### config.mk
export PLATFORM = sky130hd
export DESIGN_NAME = numeric_type_converter_core
export DESIGN_NICKNAME = d
export VERILOG_FILES = /design/src/hdl/ntc_pkg.sv /design/src/hdl/numeric_type_converter_core.sv /design/src/hdl/ntc_unpack.sv /design/src/hdl/ntc_pack.sv
export SDC_FILE = /design/constraint.sdc
export NUM_CORES = 2
export LEC_CHECK = 0
export BUFFER_PORTS_ARGS = -buffer_cell sky130_fd_sc_hd__buf_2
export CORE_ASPECT_RATIO = 1.5
export CORE_MARGIN = 5
export CORE_UTILIZATION = 35
export CTS_CLUSTER_SIZE = 8
export DETAILED_ROUTE_END_ITERATION = 8
export SYNTH_ARGS = -nofsm -noshare
export SYNTH_HDL_FRONTEND = slang
export SYNTH_SLANG_ARGS = --single-unit
export TNS_END_PERCENT = 30
### constraint.sdc
create_clock -name clk -period 16.15 [get_ports clk]
set_clock_uncertainty 0.15 [all_clocks]
set_input_delay 0.8075 -clock clk [delete_from_list [all_inputs] [get_ports clk]]
set_output_delay 0.8075 -clock clk [all_outputs]
set_load 0.005 [all_outputs]
### src/hdl/ntc_pkg.sv
// ----------------------------------------------------------------------------
// ntc_pkg
// Shared types, codes and helpers for the numeric type converter.
// ----------------------------------------------------------------------------
package ntc_pkg;

    // size codes: 1, 2, 4, 8 bytes
    localparam logic [1:0] SZ_1B = 2'd0;
    localparam logic [1:0] SZ_2B = 2'd1;
    localparam logic [1:0] SZ_4B = 2'd2;
    localparam logic [1:0] SZ_8B = 2'd3;

    typedef enum logic [1:0] {
        MODE_II = 2'd0,   // integer to integer
        MODE_IF = 2'd1,   // integer to float
        MODE_FI = 2'd2,   // float to integer
        MODE_FF = 2'd3    // float to float
    } ntc_mode_t;

    typedef enum logic [1:0] {
        CLS_ZERO = 2'd0,
        CLS_FIN  = 2'd1,
        CLS_INF  = 2'd2,
        CLS_NAN  = 2'd3
    } ntc_cls_t;

    typedef struct packed {
        logic [63:0] value_in;
        logic        src_is_float;
        logic [1:0]  src_size_log2;
        logic        src_signed;
        logic        dst_is_float;
        logic [1:0]  dst_size_log2;
        logic        dst_signed;
    } ntc_in_t;

    typedef struct packed {
        logic [63:0] value_out;
        logic        range_flag;
        logic        type_error;
    } ntc_out_t;

    // normalized operand handed from the unpack stage to the pack stage
    typedef struct packed {
        ntc_mode_t          mode;
        logic               err;
        logic               sign;
        ntc_cls_t           cls;
        logic signed [13:0] exp;     // exponent of m[63]
        logic [63:0]        m;       // magnitude, bit 63 set unless zero
        logic [51:0]        frac;    // raw source fraction for NaN payloads
        logic [63:0]        raw;     // pass-through / int-to-int result
        logic               src_dbl;
        logic               dst_dbl;
        logic [1:0]         dst_size_log2;
        logic               dst_signed;
    } ntc_mid_t;

    function automatic logic [63:0] size_mask(input logic [1:0] sz);
        logic [63:0] r;
        case (sz)
            SZ_1B:   r = 64'h0000_0000_0000_00FF;
            SZ_2B:   r = 64'h0000_0000_0000_FFFF;
            SZ_4B:   r = 64'h0000_0000_FFFF_FFFF;
            default: r = 64'hFFFF_FFFF_FFFF_FFFF;
        endcase
        return r;
    endfunction

endpackage

### src/hdl/numeric_type_converter_core.sv
// ----------------------------------------------------------------------------
// numeric_type_converter_core
// Integer / IEEE float conversion between 1, 2, 4 and 8 byte types.
//
//   channel  handshake             payload
//   in       in_valid / in_ready   in_data  (ntc_in_t)
//   out      out_valid / out_ready out_data (ntc_out_t)
//
// Three register stages: input, normalized operand, result; out_valid rises
// as the result register loads. One transaction per cycle unless the output
// stalls. The normalize stage (leading-one search) and the round/pack stage
// set the cycle time. Reset clears only the stage valid bits. A stalled
// output holds the pipe; in_ready falls only when every stage is full.
// ----------------------------------------------------------------------------
module numeric_type_converter_core (
    input  logic              clk,
    input  logic              rst_n,
    input  logic              in_valid,
    output logic              in_ready,
    input  ntc_pkg::ntc_in_t  in_data,
    output logic              out_valid,
    input  logic              out_ready,
    output ntc_pkg::ntc_out_t out_data
);
    import ntc_pkg::*;

    ntc_in_t  in_reg;
    ntc_mid_t mid_reg;
    ntc_out_t out_reg;
    ntc_mid_t mid_next;
    ntc_out_t out_next;
    logic     v0_reg, v1_reg, v2_reg;
    logic     en0, en1, en2;

    assign en2      = !v2_reg || out_ready;
    assign en1      = !v1_reg || en2;
    assign en0      = !v0_reg || en1;
    assign in_ready = en0;

    ntc_unpack u_unpack (
        .in_item (in_reg),
        .mid     (mid_next)
    );

    ntc_pack u_pack (
        .mid      (mid_reg),
        .out_item (out_next)
    );

    always_ff @(posedge clk or negedge rst_n)
    begin
        if (!rst_n)
        begin
            v0_reg <= 1'b0;
            v1_reg <= 1'b0;
            v2_reg <= 1'b0;
        end
        else
        begin
            if (en0)
                v0_reg <= in_valid;
            if (en1)
                v1_reg <= v0_reg;
            if (en2)
                v2_reg <= v1_reg;
        end
    end

    always_ff @(posedge clk)
    begin
        if (en0 && in_valid)
            in_reg <= in_data;
        if (en1 && v0_reg)
            mid_reg <= mid_next;
        if (en2 && v1_reg)
            out_reg <= out_next;
    end

    assign out_valid = v2_reg;
    assign out_data  = out_reg;

    // a type error result carries nothing else
    a_err_clean: assert property (@(posedge clk) disable iff (!rst_n)
        out_valid && out_data.type_error |-> out_data.value_out == 64'd0 &&
        !out_data.range_flag)
        else $error("type error result not clean");

    // flag only from float to integer
    a_flag_fi: assert property (@(posedge clk) disable iff (!rst_n)
        v1_reg && en2 && out_next.range_flag |-> mid_reg.mode == MODE_FI)
        else $error("range flag outside float to integer");

    // back pressure only when the whole pipe is full and output stalled
    a_ready: assert property (@(posedge clk) disable iff (!rst_n)
        !in_ready |-> v0_reg && v1_reg && v2_reg && !out_ready)
        else $error("input stalled with room in pipe");

    // a stalled result is not overwritten
    a_hold: assert property (@(posedge clk) disable iff (!rst_n)
        out_valid && !out_ready |=> out_valid && $stable(out_reg))
        else $error("stalled result changed");

endmodule

### src/hdl/ntc_unpack.sv
// ----------------------------------------------------------------------------
// ntc_unpack
// Classifies the source, takes its magnitude and normalizes it so bit 63 is
// the leading one, with the matching exponent.
// ----------------------------------------------------------------------------
module ntc_unpack (
    input  ntc_pkg::ntc_in_t  in_item,
    output ntc_pkg::ntc_mid_t mid
);
    import ntc_pkg::*;

    logic [63:0]        smask;
    logic [63:0]        v;
    logic               sdbl;
    logic               topbit;
    logic [10:0]        field;
    logic [51:0]        f;
    logic               all1;
    logic               fsign;
    logic [63:0]        mm;
    logic signed [13:0] e;
    logic               neg;
    logic [63:0]        mag;
    logic [63:0]        x;
    logic [5:0]         lz;

    always_comb
    begin
        smask = size_mask(in_item.src_size_log2);
        v     = in_item.value_in & smask;
        sdbl  = (in_item.src_size_log2 == SZ_8B);

        case (in_item.src_size_log2)
            SZ_1B:   topbit = v[7];
            SZ_2B:   topbit = v[15];
            SZ_4B:   topbit = v[31];
            default: topbit = v[63];
        endcase

        field = sdbl ? v[62:52] : {3'b0, v[30:23]};
        f     = sdbl ? v[51:0] : {29'b0, v[22:0]};
        all1  = sdbl ? (field == 11'h7FF) : (field[7:0] == 8'hFF);
        fsign = sdbl ? v[63] : v[31];

        if (field != 11'd0)
        begin
            mm = {12'b0, f} | (sdbl ? (64'd1 << 52) : (64'd1 << 23));
            e  = $signed({3'b0, field}) - (sdbl ? 14'sd1023 : 14'sd127);
        end
        else
        begin
            mm = {12'b0, f};
            e  = sdbl ? -14'sd1022 : -14'sd126;
        end

        neg = in_item.src_signed && topbit;
        mag = neg ? ((64'd0 - v) & smask) : v;
        x   = in_item.src_is_float ? mm : mag;

        // leading-one search, halving steps
        lz = 6'd0;
        for (int i = 0; i < 6; i++)
        begin
            if ((x >> (64 - (32 >> i))) == 64'd0)
            begin
                x  = x << (32 >> i);
                lz = lz | 6'(32 >> i);
            end
        end

        mid.mode          = ntc_mode_t'({in_item.src_is_float, in_item.dst_is_float});
        mid.err           = (in_item.src_is_float && in_item.src_size_log2 < SZ_4B) ||
                            (in_item.dst_is_float && in_item.dst_size_log2 < SZ_4B);
        mid.m             = x;
        mid.frac          = f;
        mid.src_dbl       = sdbl;
        mid.dst_dbl       = (in_item.dst_size_log2 == SZ_8B);
        mid.dst_size_log2 = in_item.dst_size_log2;
        mid.dst_signed    = in_item.dst_signed;

        if (in_item.src_is_float)
        begin
            mid.sign = fsign;
            mid.exp  = e + 14'sd63 - $signed({8'b0, lz}) - (sdbl ? 14'sd52 : 14'sd23);
            if (all1)
                mid.cls = (f != 52'd0) ? CLS_NAN : CLS_INF;
            else if (mm == 64'd0)
                mid.cls = CLS_ZERO;
            else
                mid.cls = CLS_FIN;
            mid.raw = v;
        end
        else
        begin
            mid.sign = neg;
            mid.exp  = 14'sd63 - $signed({8'b0, lz});
            mid.cls  = (mag == 64'd0) ? CLS_ZERO : CLS_FIN;
            mid.raw  = neg ? (v | ~smask) : v;
        end
    end

endmodule

### src/hdl/ntc_pack.sv
// ----------------------------------------------------------------------------
// ntc_pack
// Rounds and packs the normalized operand into the destination format, or
// truncates and saturates it into the destination integer.
// ----------------------------------------------------------------------------
module ntc_pack (
    input  ntc_pkg::ntc_mid_t mid,
    output ntc_pkg::ntc_out_t out_item
);
    import ntc_pkg::*;

    logic               ddbl;
    logic [5:0]         fb;
    logic signed [13:0] bias;
    logic [63:0]        sbit;
    logic [63:0]        infv;
    logic signed [13:0] biased;
    logic signed [13:0] bm1;
    logic signed [13:0] shift;
    logic signed [13:0] fi_sh;
    logic [6:0]         sh7;
    logic [127:0]       t;
    logic [63:0]        kept;
    logic [63:0]        rounded;
    logic [63:0]        fpack;
    logic [63:0]        fres;
    logic [63:0]        dmask;
    logic [63:0]        smax;
    logic [63:0]        mag;
    logic               huge;
    logic [63:0]        res;
    logic               flag;

    always_comb
    begin
        ddbl = mid.dst_dbl;
        fb   = ddbl ? 6'd52 : 6'd23;
        bias = ddbl ? 14'sd1023 : 14'sd127;
        sbit = ddbl ? {mid.sign, 63'b0} : {32'b0, mid.sign, 31'b0};
        infv = sbit | (ddbl ? {1'b0, 11'h7FF, 52'b0} : {33'b0, 8'hFF, 23'b0});

        biased = mid.exp + bias;
        bm1    = biased - 14'sd1;
        shift  = 14'sd63 - $signed({8'b0, fb}) +
                 ((biased < 14'sd1) ? (14'sd1 - biased) : 14'sd0);
        fi_sh  = 14'sd63 - mid.exp;
        sh7    = (mid.mode == MODE_FI) ? fi_sh[6:0] : shift[6:0];

        // one shifter serves rounding and truncation
        t       = {mid.m, 64'b0} >> sh7;
        kept    = t[127:64];
        rounded = kept + {63'b0, t[63] && ((|t[62:0]) || kept[0])};

        if (mid.exp > bias)
            fpack = infv;
        else if (shift >= 14'sd65)
            fpack = sbit;
        else if (biased < 14'sd1)
            fpack = sbit | rounded;
        else
            fpack = sbit | (({50'b0, bm1} << fb) + rounded);

        case (mid.cls)
            CLS_ZERO: fres = sbit;
            CLS_INF:  fres = infv;
            CLS_NAN:  fres = ddbl ? (infv | (64'd1 << 51) | {mid.frac, 12'b0} >> 12 << 29)
                                  : (infv | (64'd1 << 22) | ({12'b0, mid.frac} >> 29));
            default:  fres = fpack;
        endcase

        dmask = size_mask(mid.dst_size_log2);
        smax  = dmask >> 1;
        huge  = (mid.cls == CLS_INF) ||
                ((mid.cls == CLS_FIN) && (mid.exp >= 14'sd64));
        mag   = ((mid.cls == CLS_FIN) && (mid.exp >= 14'sd0)) ? kept : 64'd0;

        flag = 1'b0;
        case (mid.mode)
            MODE_II: res = mid.raw;
            MODE_IF: res = fres;
            MODE_FF: res = (mid.src_dbl == mid.dst_dbl) ? mid.raw : fres;
            default:
            begin
                if (mid.cls == CLS_NAN)
                begin
                    flag = 1'b1;
                    res  = 64'd0;
                end
                else if (mid.dst_signed)
                begin
                    if (!mid.sign)
                    begin
                        flag = huge || (mag > smax);
                        res  = flag ? smax : mag;
                    end
                    else
                    begin
                        flag = huge || (mag > smax + 64'd1);
                        res  = flag ? smax + 64'd1 : (64'd0 - mag);
                    end
                end
                else if (mid.sign)
                begin
                    flag = huge || (mag != 64'd0);
                    res  = 64'd0;
                end
                else
                begin
                    flag = huge || (mag > dmask);
                    res  = flag ? dmask : mag;
                end
            end
        endcase

        if (mid.err)
        begin
            out_item.value_out  = 64'd0;
            out_item.range_flag = 1'b0;
            out_item.type_error = 1'b1;
        end
        else
        begin
            out_item.value_out  = res & dmask;
            out_item.range_flag = flag;
            out_item.type_error = 1'b0;
        end
    end

endmodule

==> summary.md <==
| Metric | Value |
|---|---|
| Status | `completed` |
| Critical path's largest stage delay | `810 ps` |
| Worst path slowest cell | `or3_1` |
| Slew of the pin with the lowest slew margin | `1380 ps` |
| Syn_area_per_cell | `7.83 µm²` |
| Final min period | `13630 ps` |
| DP HPWL | `180 mm` |
| CP required | `16400 ps` |
| Max_cap viols | `0` |
| Max reg flops | `189` |
| Port buffer count | `143` |
| Routed Antenna Nets | `0` |
| Post-synthesis register bit count | `330` |
| Synth top cells by count | `nand2_1, nor2_1, a21oi_1, o21ai_0, edfxtp_1` |
| Synth cell types | `135` |
| CP startpoint kind | `register` |
| Total clock buffers created by CTS | `49` |
| Reg2reg start | `mid_reg[3]$_DFFE_PP_` |
| Area grow syn2layout | `10.0%` |
| Most frequent cell after synthesis | `nand2_1` |
| Max Clk Rate | `73.4 MHz` |
| Clk sinks | `330` |
| Post-synth EDFFs | `327` |
| Seq/Total Area, Yosys | `0.252` |
| CTS tree | `yes` |
| First-pass GRT wire length | `314 mm` |
| Via count | `43.3k` |
| Clock Tree Buf Depth | `3` |
| Final Max Slew Viols | `0` |
| H-tree levels | `2` |
| Fillers | `11.7k` |
| Hold wc startpoint | `in_data[63]` |
| Place WS | `2880 ps` |
| Unrepaired setup endpoints after global routing | `false` |
| Die Height | `420 µm` |
| Max-slew headroom | `0.0744` |
| Vias in the first global route | `41.4k` |
| Final setup TNS | `0 ps` |
| Worst Hold Class | `in2reg` |
| DR vias/cell | `6.66` |
| Data arrival, critical path | `13880 ps` |
| Final worst slack | `2520 ps` |
| Post-synth top area cell | `edfxtp_1` |
| Final period util | `0.844` |
| Die area | `119000 µm²` |
| FP Rows | `150` |
| Crit Path Max Fanout | `45` |
| CTS Root Cell | `clkbuf_16` |
| Clk_lat worst skew | `650 ps` |
| Ports | `144` |
| Cell count after synthesis | `5014` |
| Initial Util | `0.352` |
| Post-Synthesis Cell Area | `39300 µm²` |
| Placer Congestion | `1.08` |
| TritonRoute pass-1 iters | `9` |
| Util after Layout | `0.388` |
| Clock transition at path regs | `70 ps` |
| Post-CTS setup buffers | `0` |
| Share of layout cells above drive strength 1 | `0.112` |
| Asr flop ratio synth | `0.00909` |
| Die W | `284 µm` |
| Synth Flop Type | `edfxtp_1` |
| WL per Instance | `34.9 µm` |
| Initial antenna violation count | `12` |
| # DRC | `0` |
| Pin count of the biggest net entering global routing | `74` |
| Final setup fails | `0` |
| Global router's overall resource usage | `0.362` |
| Setup crit start | `mid_reg[3]$_DFFE_PP_` |
| Hold Vio Cnt, Final | `0` |
| Crit path kind | `reg2reg` |
| Setup crit end kind | `register` |
| Core Area | `111000 µm²` |
| Final #Nets | `5266` |
| Drt first-iter violations | `5276` |
| Gr ovfl total | `0` |
| Area contributors post-synth | `edfxtp_1, mux2i_1, nand2_1, a21oi_1, ha_1` |
| Cell mode on critical path | `nor2_1` |
| Synth top area share | `0.250` |
| Final wirelength | `227 mm` |
| Synth warn | `0` |
[worst paths after layout]
check                                                  end  slack [ps]  cells after the start
min in group asynchronous            out_valid$_DFFE_PN0P_         380                      2
worst min register to register        mid_reg[0]$_DFFE_PP_         240                      0
max in group asynchronous               v1_reg$_DFFE_PN0P_       15360                      2
worst min-delay path                  in_reg[63]$_DFFE_PP_         200                      1
worst max-delay path            out_data[52]$_SDFFCE_PP0P_        2520                     50
worst max register to register  out_data[52]$_SDFFCE_PP0P_        2520                     50
[repair_timing]
action / in CTS / in global routing
endpoints found under the hold margin: 3 / 0
resized for setup: 0 / 0
hold buffers: 1 / 0
endpoints found under the setup margin: 0 / 0
[worst max-delay path, delay by kind of cell, from the launching register on]
kind / cells / cell delay [ps]
simple gates: 17 / 5050
compound gates: 20 / 4520
fa+ha+maj: 5 / 1690
buf+inv: 6 / 1350
flops: 1 / 330
xor+xnor: 2 / 250
[placed cells by master, fill, tap and decap left out, types with 67 or more instances in the layout]
| master | synthesis | layout |
|---|---|---|
| and3_1 | 68 | 68 |
| buf_2 | 67 | 143 |
| xnor2_1 | 127 | 127 |
| nand3_1 | 158 | 158 |
| nor3_1 | 163 | 162 |
| o21ai_0 | 334 | 330 |
| and2_1 | 82 | 78 |
| xor2_1 | 84 | 84 |
| inv_1 | 143 | 143 |
| edfxtp_1 | 327 | 327 |
| nor2_1 | 489 | 487 |
| ha_1 | 152 | 152 |
| a211oi_1 | 68 | 67 |
| nand2_1 | 571 | 568 |
| buf_4 | 24 | 173 |
| a21oi_1 | 382 | 380 |
| mux2i_1 | 305 | 304 |
[cells by family (layout without fill, tap and decap cells)]
family	after synthesis	in the layout	synth area share
fa+ha+maj	157	157	0.0510
simple gates	1928	1928	0.240
compound gates	1516	1516	0.259
xor+xnor	216	216	0.0499
other cells	2	24	0.000191
flops	330	330	0.252
mux	349	349	0.0920
buf+inv	516	542	0.0569
[final cells by class]
type | instances | area (µm²) | area share
clock inverter | 10 | 160 | 0.00371
clock buffer | 65 | 1290 | 0.0298
sequential | 330 | 9890 | 0.229
tap | 1444 | 1810 | 0.0418
antenna | 5 | 12.5 | 0.000290
timing repair buffer | 320 | 2080 | 0.0482
inverter | 147 | 554 | 0.0128
multi-input combinational | 4185 | 27400 | 0.634
[routing by layer]
| layer | vias to the layer above | global-route usage | wire length, µm |
|---|---|---|---|
| li1 | 18900 | - | - |
| met2 | 2608 | 0.611 | 106000 |
| met4 | 6 | 0.327 | 26300 |
| met3 | 932 | 0.0623 | 17300 |
| met5 | - | 0 | 46 |
| met1 | 20900 | 0.388 | 77900 |
[stage by stage]
| stage | cells | hold slack (ps) | area (µm²) |
|---|---|---|---|
| floorplan | 5031 | 250 | 39300 |
| global placement | 6424 | 270 | 41700 |
| detailed placement | 6424 | 255 | 41700 |
| CTS | 6500 | 160 | 43200 |
| global route | 6501 | 179 | 43200 |
| finish | 6506 | 197 | 43200 |
Power is left out: the tool's default activity adds up to more than one toggle a clock period on the data nets, which glitch-free logic cannot reach.
